### src/rtl/core/tla_pkg.sv
// ----------------------------------------------------------------------------
// tla_pkg: shared types and constants of the toroidal life automaton
// Board geometry, command codes, controller/datapath interface structs and
// the per-cell B3/S23 rule.
// ----------------------------------------------------------------------------
`default_nettype none

package tla_pkg;

    localparam int MAX_SIDE = 64;
    localparam int ROW_W    = $clog2(MAX_SIDE);
    localparam int SIDE_W   = 7;

    localparam logic [SIDE_W-1:0] SIDE_MIN   = SIDE_W'(3);
    localparam logic [SIDE_W-1:0] SIDE_MAX   = SIDE_W'(MAX_SIDE);
    localparam logic [SIDE_W-1:0] SIDE_RESET = SIDE_W'(64);

    localparam logic [1:0] MODE_TOGGLE = 2'd0;
    localparam logic [1:0] MODE_STEP   = 2'd1;
    localparam logic [1:0] MODE_READ   = 2'd2;

    typedef logic [MAX_SIDE-1:0] row_t;

    typedef struct packed {
        logic capture;    // latch the incoming request
        logic cell_rd;    // read the row of the addressed cell
        logic cell_wr;    // apply toggle/read and load the result
        logic gen_start;  // read the last row, clear the pointers
        logic fill_up;    // load the row above row 0
        logic fill_cur;   // load row 0
        logic gen_row;    // write one new row, advance the line buffer
        logic res_plain;  // load a result with the cell flag clear
    } ctrl_cmd_t;

    typedef struct packed {
        logic [1:0] in_mode;
        logic       in_bad;
        logic       last_row;
        logic       res_ready;
    } ctrl_stat_t;

    // Row seen one column to the left, wrapped at the side in use
    function automatic row_t wrap_left(input row_t x, input logic [ROW_W-1:0] side_m1);
        row_t r;
        r    = {x[MAX_SIDE-2:0], x[MAX_SIDE-1]};
        r[0] = x[side_m1];
        return r;
    endfunction

    // Row seen one column to the right, wrapped at the side in use
    function automatic row_t wrap_right(input row_t x, input logic [ROW_W-1:0] side_m1);
        row_t r;
        r          = {x[0], x[MAX_SIDE-1:1]};
        r[side_m1] = x[0];
        return r;
    endfunction

    function automatic logic life_rule(input logic self, input logic [7:0] nb);
        logic [3:0] cnt;
        cnt = 4'd0;
        for (int i = 0; i < 8; i++) begin
            cnt = cnt + {3'b000, nb[i]};
        end
        return (cnt == 4'd3) || (self && (cnt == 4'd2));
    endfunction

endpackage

`default_nettype wire

### src/rtl/core/tla_ctrl.sv
// ----------------------------------------------------------------------------
// tla_ctrl: command sequencer
// Accepts one request at a time and steps the datapath through cell access
// or a row-by-row generation sweep, then hands over the result.
// ----------------------------------------------------------------------------
`default_nettype none

module tla_ctrl
    import tla_pkg::*;
(
    input  wire logic       aclk,
    input  wire logic       aresetn,
    input  wire logic       s_tvalid,
    output logic            s_tready,
    input  wire ctrl_stat_t status,
    output ctrl_cmd_t       cmd
);

    typedef enum logic [7:0] {
        ST_IDLE    = 8'b0000_0001,
        ST_CELL_RD = 8'b0000_0010,
        ST_CELL_WR = 8'b0000_0100,
        ST_GEN_PRE = 8'b0000_1000,
        ST_GEN_F0  = 8'b0001_0000,
        ST_GEN_F1  = 8'b0010_0000,
        ST_GEN_ROW = 8'b0100_0000,
        ST_RESP    = 8'b1000_0000
    } state_t;

    state_t state_reg, state_next;

    always_ff @(posedge aclk) begin
        if (!aresetn) begin
            state_reg <= ST_IDLE;
        end else begin
            state_reg <= state_next;
        end
    end

    assign s_tready = (state_reg == ST_IDLE);

    always_comb begin
        cmd        = '0;
        state_next = state_reg;
        case (state_reg)
            ST_IDLE: begin
                if (s_tvalid) begin
                    cmd.capture = 1'b1;
                    if (status.in_mode == MODE_STEP) begin
                        state_next = ST_GEN_PRE;
                    end else if ((status.in_mode == MODE_TOGGLE ||
                                  status.in_mode == MODE_READ) && !status.in_bad) begin
                        state_next = ST_CELL_RD;
                    end else begin
                        state_next = ST_RESP;
                    end
                end
            end
            ST_CELL_RD: begin
                cmd.cell_rd = 1'b1;
                state_next  = ST_CELL_WR;
            end
            ST_CELL_WR: begin
                // hold until the output register can take the result
                if (status.res_ready) begin
                    cmd.cell_wr = 1'b1;
                    state_next  = ST_IDLE;
                end
            end
            ST_GEN_PRE: begin
                cmd.gen_start = 1'b1;
                state_next    = ST_GEN_F0;
            end
            ST_GEN_F0: begin
                cmd.fill_up = 1'b1;
                state_next  = ST_GEN_F1;
            end
            ST_GEN_F1: begin
                cmd.fill_cur = 1'b1;
                state_next   = ST_GEN_ROW;
            end
            ST_GEN_ROW: begin
                cmd.gen_row = 1'b1;
                if (status.last_row) begin
                    state_next = ST_RESP;
                end
            end
            ST_RESP: begin
                if (status.res_ready) begin
                    cmd.res_plain = 1'b1;
                    state_next    = ST_IDLE;
                end
            end
            default: begin
                state_next = ST_IDLE;
            end
        endcase
    end

endmodule

`default_nettype wire

### config.mk
export PLATFORM = sky130hd
export DESIGN_NAME = tla_ctrl
export DESIGN_NICKNAME = d
export VERILOG_FILES = /design/src/rtl/core/tla_pkg.sv /design/src/rtl/core/tla_ctrl.sv
export SDC_FILE = /design/constraint.sdc
export NUM_CORES = 1
export LEC_CHECK = 0
export ABC_AREA = 1
export BUFFER_PORTS_ARGS = -buffer_cell sky130_fd_sc_hd__buf_4
export CAP_MARGIN = 15
export CORE_UTILIZATION = 44
export CTS_CLUSTER_DIAMETER = 200
export DETAILED_ROUTE_END_ITERATION = 7
export GPL_TIMING_DRIVEN = 0
export HOLD_SLACK_MARGIN = 0.08
export PLACE_DENSITY = 0.82
export SLEW_MARGIN = 20
export SYNTH_ARGS = -nofsm -noshare
export SYNTH_HDL_FRONTEND = slang
export SYNTH_SLANG_ARGS = --single-unit
export TNS_END_PERCENT = 5
### constraint.sdc
create_clock -name aclk -period 1 [get_ports aclk]
set_input_delay 0.15 -clock aclk [delete_from_list [all_inputs] [get_ports aclk]]
set_output_delay 0.15 -clock aclk [all_outputs]
set_load 0.01 [all_outputs]
# == Yosys cells after proc, flatten, opt, wreduce, memory -nomap -nowiden ==
# Cells that the tools add are included.
# classes
mux,16
eq_ne,13
n_reduce_logical,6
# ops
operator,count
case mux 8 bit (7 select lines),1
two-way mux 8 bit,5
two-way mux 1 bit,10
== test 8 x 1 -> 1 bit (second input constant),1
== test 8 x 2 -> 1 bit (second input constant),1
== test 8 x 3 -> 1 bit (second input constant),1
== test 8 x 4 -> 1 bit (second input constant),1
== test 8 x 5 -> 1 bit (second input constant),1
== test 8 x 6 -> 1 bit (second input constant),1
== test 8 x 7 -> 1 bit (second input constant),1
== test 8 bit (second input constant),1
!= test 2 bit (second input constant),2
AND reduction 3 bit,1
== test 2 x 1 -> 1 bit (second input constant),1
== test 2 bit (second input constant),1
zero test 2 bit,1
!= test 2 x 1 -> 1 bit (second input constant),1
OR reduction 2 bit,1
logical AND 1 bit,1
zero test 1 bit,1
logical OR 1 bit,1
# word_totals
regBits,8
wordCells,36

# == Depth between registers and ports, before layout ==
# Gate-level depths: netlist (run 1).
# logic_depth
depth_word,7
mapped_depth,10

# == Worst setup path before layout (run 1) ==
# No wires, ideal clock.
# synth_timing
path_kind,register to register
startpoint,reg state_reg[7]
endpoint,reg state_reg[7]
t_arrival_ps,1000
path_stages_with_launch,11
setup_time_ps,113
synth_period_minus_slack_ps,1113
setup_slack_ps,-113
required_time_ps,887
path_buffers,0
cell_sequence,dfxtp_1 inv_2 nand2_2 nor2_4 nand2_2 nand2_2 nand2_4 nand2_4 nand2_1 nand2_1 nor2_1
# synth_between
elab_chain_len,4
elab_cells_between_ends,14
# synth_rtl
element,line_no,source
start: declaration,tla_ctrl.sv:30,"state_t state_reg, state_next;"
start signal: assignment,tla_ctrl.sv:36,state_reg <= state_next;
== test 8 bit / == test 8 x 3 -> 1 bit (equally long branches),tla_ctrl.sv:45,case (state_reg)
OR reduction 2 bit (no source line),-,
!= test 2 x 1 -> 1 bit (no source line),-,
AND reduction 3 bit (no source line),-,
# Several ways; a longest one is shown, not always the timed one.
# A chain may end at the register's enable or synchronous reset.

==> results of run 1 <==
[power breakdown]
| part | leakage, nW | total [mW] | internal, mW | switching [mW] |
|---|---|---|---|---|
| Sequential | 0.0666 | 0.464 | 0.389 | 0.0747 |
| Clock | 0.0138 | 0.240 | 0.137 | 0.103 |
| Combinational | 0.396 | 1.25 | 0.500 | 0.747 |
| Total | 0.477 | 1.95 | 1.03 | 0.924 |
[timing repair]
action,4_1_cts,5_1_grt
gates resized for setup,8,12
endpoints found under the setup margin,17,17
pin swaps,4,6
hold buffers,0,0
buffers inserted,4,0
[per-layer routing]
layer  GRT usage  share of wire  vias up  routed length [um]
li1            -              -      319                   -
met1      0.2378           0.43      272                 602
met2      0.3583           0.50       19                 690
met3     0.01734          0.058        2                  80
met4      0.1552         0.0079        0                  11
met5           0              0        -                   0
[worst reg2reg max path, delay by kind of cell (launching register included)]
family          cells  cell delay (ps)
buf+inv             2              170
simple gates        6              490
compound gates      1              270
flops               1              360
[kinds of logic (layout without fill, tap and decap cells)]
group,Yosys count,in the layout,share of synthesized area
AO/OA/AOI/OAI,3,3,0.03586
buffers and inverters,24,46,0.1582
flip-flops,8,8,0.2700
multiplexers,1,1,0.01688
AND/OR/NAND/NOR,56,56,0.5190
[placed cells by master, fill, tap and decap left out, types with 2 or more instances in the layout]
cell type	Yosys	layout
buf_4	1	17
nor2_1	17	15
inv_1	17	14
inv_2	5	8
nand3_1	10	8
nand2_1	10	8
nand2_2	8	7
nand2_4	2	5
dfxtp_1	8	5
nor2_4	3	4
nand3_2	2	4
buf_6	0	3
clkbuf_4	0	3
dfxtp_2	0	3
nor2_2	1	2
[through the flow]
| step | instance area (um^2) | power [mW] | hold WS [ps] | TNS [ps] |
|---|---|---|---|---|
| 3_3_place_gp | 723.2 | 1.462 | 422.1 | -2136 |
| 5_1_grt | 830.8 | 2.092 | 184.7 | -7075 |
| 2_1_floorplan | 593.1 | 1.232 | 312.1 | -519.7 |
| 3_5_place_dp | 723.2 | 1.482 | 423.5 | -2509 |
| 4_1_cts | 798.3 | 1.843 | 162.9 | -5421 |
| 6_report | 830.8 | 1.950 | 172.0 | -5884 |
[layout make-up]
class | instances | area [um^2]
buffer | 2 | 15.01
clock buffer | 3 | 22.52
fill | 97 | 340.3
inverter | 22 | 82.58
multi-input combinational | 60 | 379.1
sequential | 8 | 163.9
tap | 14 | 17.52
timing repair buffer | 19 | 150.1
[final timing paths]
path                      from            to  slack, ps  cells past startpoint
setup / recovery  state_reg[4]        cmd[5]       -430                      7
hold reg to reg   state_reg[5]  state_reg[6]        540                      2
hold / removal       status[4]  state_reg[3]        170                      4
setup reg to reg  state_reg[6]  state_reg[0]       -360                      9
==> flow_summary.toml, run 1 <==
[outcome]
status = "finished, violations left"
violations = "negative setup slack"

[worst_setup_path]
cp-end-kind = "output pin"
path_max_fanout = 5
criticalPathCategory = "flop to output pin"
critPathBufInv = 3
cp_top_family = "simple AND/OR/NAND/NOR gates"
path_cells = "inv_2, nand2_4, nor2_4, buf_6, nand2_4, nor2_2, buf_4"
critPathLaunchType = "flop"
required_ps = 850
arrival_ps = 1280
cpMostUsedCell = "nand2_4"
max_stage_delay_ps = 330
cp_slowest_cell = "dfxtp_2"

[route]
drc = 0
drt_pass1_iterations = 4
via_count = 612
drt-initial-drc-count = 13
via_per_inst = 4.781
routed_wl_um = 1384
wl_per_cell_um = 10.81
route.antenna.remaining_nets = 0

[timing]
period_share = 1.428
worst_pin_slew_ps = 369.6
fmaxAchievable_mhz = 700.5
setup_viol = 17
rsz0062_at_grt = "yes"
drv_slew = 0
fin_crit_ps = 1428
setup_slack_ps = -427.6
hold_viol = 0
fin_worst_skew_ps = 2.397
relSlewSlack = 0.7536

[finish]
largest_reg_flops = 8
drive_gt1_frac = 0.5088
layout.cells.non_filler = 128
fin_util = 0.7094
area_growth_syn_to_layout_pct = 40.08
fin_nets = 124
antenna-diode-count = 0

[synthesis]
synth_edf_count = 0
synthCells = 92
synthArstFlopShare = 0
synth.largest_area_cell = "dfxtp_1"
synthesis.nets = 100
postSynthAreaPerCell_um2 = 6.446
synth_area_leaders = "dfxtp_1 27%, inv_1 11%, nor2_1 11%"
netlist_area_um2 = 593.1
synth-seq-area-share = 0.2700
yosysUniqueCellTypes = 20
synth_common_cells = "17 x inv_1, 17 x nor2_1, 10 x nand2_1, 10 x nand3_1"
ys.flop_type = "dfxtp_1"
yosysWarnings = 0
netlist.area_leader.share = 0.2700
ys_ff_latch = 8

[clock_network]
cts_tree = "built"
cts_made_buffers = 3
clkSinkCount = 8
htree_levels = 1
clock_latency_ps = 250
cts_buffer_depth = 2
clkTransAtPathRegs_ps = 50
root_buffer = "clkbuf_4"

[place]
dpl_worst_slack_ps = -229.2
dp.cells = 121
port_buffers = 15
dp_hpwl_um = 985.3
gp_congestion = 0.9209

[die]
core_area_mm2 = 0.001171
rows = 12
die_y_um = 38.72
die_area_mm2 = 0.001499
die_w_um = 38.72
initial_core_util = 0.5064
io_pins = 17

[power_and_ir_drop]
power.leakage_nw = 0.4768
vdd_drop_max_mv = 1.344
p_per_area_mw_per_mm2 = 2347

[hold_path]
hold_path.class = "primary input to flop"

[global_route]
antenna_found_initial = 0
grt_max_degree = 9
grt_use_total = 0.2096
grt_pass1_vias = 530
grt_pass1_wl_um = 2132
overflow = 0

[flow_run]
cap_violations = 0
No activity file was read; power rests on OpenSTA's default activity.
==> run 2, diff against run 1 <==
--- a/config.mk
+++ b/config.mk
@@ -8,3 +8,3 @@
 export ABC_AREA = 1
-export BUFFER_PORTS_ARGS = -buffer_cell sky130_fd_sc_hd__buf_4
+export BUFFER_PORTS_ARGS = -buffer_cell sky130_fd_sc_hd__buf_2
 export CAP_MARGIN = 15
--- a/constraint.sdc
+++ b/constraint.sdc
@@ -3,2 +3,2 @@
 set_output_delay 0.15 -clock aclk [all_outputs]
-set_load 0.01 [all_outputs]
+set_load 0.005 [all_outputs]
==> flow_summary.toml, run 2 (synthesized netlist as in run 1, its figures left out) <==
[outcome]
status = "finished, violations left"
violations = "negative setup slack"

[worst_setup_path]
cp-end-kind = "output pin"
cp_top_family = "simple AND/OR/NAND/NOR gates"
path_cells = "inv_2, nand2_4, nor2_4, buf_6, nand2_4, nor2_1, buf_2"
cp_slowest_cell = "dfxtp_2"
cpMostUsedCell = "nand2_4"
crit_start = "state_reg[4]"
criticalPathCategory = "flop to output pin"
r2r-start = "state_reg[4]"
required_ps = 850
max_stage_delay_ps = 330
critPathLaunchType = "flop"
path_max_fanout = 5
arrival_ps = 1280
critPathBufInv = 3

[timing]
drv_slew = 0
worst_pin_slew_ps = 337.7
fin_crit_ps = 1433
relSlewSlack = 0.7749
fin_setup_tns_ps = -5508
fin_worst_skew_ps = 0.7014
hold_viol = 0
fmaxAchievable_mhz = 697.9
setup_slack_ps = -432.9
period_share = 1.433
setup_viol = 17
rsz0062_at_grt = "yes"

[die]
die_w_um = 38.72
core_area_mm2 = 0.001171
rows = 12
die_y_um = 38.72
initial_core_util = 0.5064
die_area_mm2 = 0.001499
io_pins = 17

[finish]
final_common_cell = "nor2_1"
antenna-diode-count = 0
drive_gt1_frac = 0.5043
fin_nets = 125
layout.cells.non_filler = 129
final_cell_mix = "17 x nor2_1, 14 x inv_1, 14 x buf_2"
largest_reg_flops = 8
area_growth_syn_to_layout_pct = 34.60

[route]
via_count = 606
drt_pass1_iterations = 4
wl_per_cell_um = 10.77
routed_wl_um = 1389
drc = 0
via_per_inst = 4.698
route.antenna.remaining_nets = 0
drt-initial-drc-count = 11

[flow_run]
cap_violations = 0

[hold_path]
hold_path.class = "primary input to flop"
min_from = "status[2]"

[global_route]
overflow = 0
grt_max_degree = 9
grt_pass1_vias = 557
antenna_found_initial = 0
grt_pass1_wl_um = 2228
grt_use_total = 0.2254

[clock_network]
clkSinkCount = 8
cts_buffer_depth = 2
cts_tree = "built"
clkTransAtPathRegs_ps = 50
root_buffer = "clkbuf_4"
htree_levels = 1
clock_latency_ps = 250
holdBufCountCts = 0
cts_made_buffers = 3

[power_and_ir_drop]
vdd_drop_max_mv = 1.291
power.leakage_nw = 0.4746
p_per_area_mw_per_mm2 = 2315

[place]
dp_hpwl_um = 978.1
port_buffers = 15
dpl_worst_slack_ps = -232.1
gp_congestion = 0.8943
dp.cells = 121
[run 2: final timing paths]
check	to	slack, ps	depth (start not counted)
worst max register to register	state_reg[7]	-340	11
worst max-delay path	cmd[5]	-430	7
worst min register to register	state_reg[2]	570	4
worst min-delay path	state_reg[1]	180	4
[run 2: cell type report]
type | instances | area (um^2)
fillers | 95 | 372.9
multi-input cells | 60 | 371.6
flip-flops and latches | 8 | 166.4
repair buffers | 20 | 122.6
inverters | 22 | 82.58
clock buffers | 3 | 22.52
well taps | 14 | 17.52
plain buffers | 2 | 15.01
[run 2: repair_timing]
action / CTS / global route
pin swaps: 9 / 3
setup buffers: 4 / 1
gates resized for setup: 16 / 4
endpoints found under the setup margin: 17 / 17
[run 2: metrics by stage]
stage	area (um^2)	total power [mW]	hold slack, ps	utilization
finish	798.3	1.848	179.3	0.6816
CTS	783.3	1.849	171.3	0.6688
detailed placement	685.7	1.414	446.1	0.5855
global placement	685.7	1.389	430.1	0.5855
global route	798.3	1.999	201.6	0.6816
floorplan	593.1	1.205	312.1	-
[run 2: report_power, final]
group	internal (mW)	total, mW	switching [mW]	leakage (nW)
sequential	0.390	0.452	0.0621	0.0676
clock	0.137	0.241	0.104	0.0138
combinational	0.465	1.15	0.690	0.393
[run 2: routing by layer]
metal | share of wire | up-vias | GRT usage
met5 | 0 | - | 0
met4 | 0.030 | 0 | 0.1638
met3 | 0.035 | 5 | 0.01734
met2 | 0.49 | 18 | 0.3958
met1 | 0.44 | 262 | 0.2491
li1 | - | 321 | -
[run 2: worst min-delay path: stages]
cell     delay, ps
buf_2           90
nor3_1          50
nand3_1         70
inv_1           30
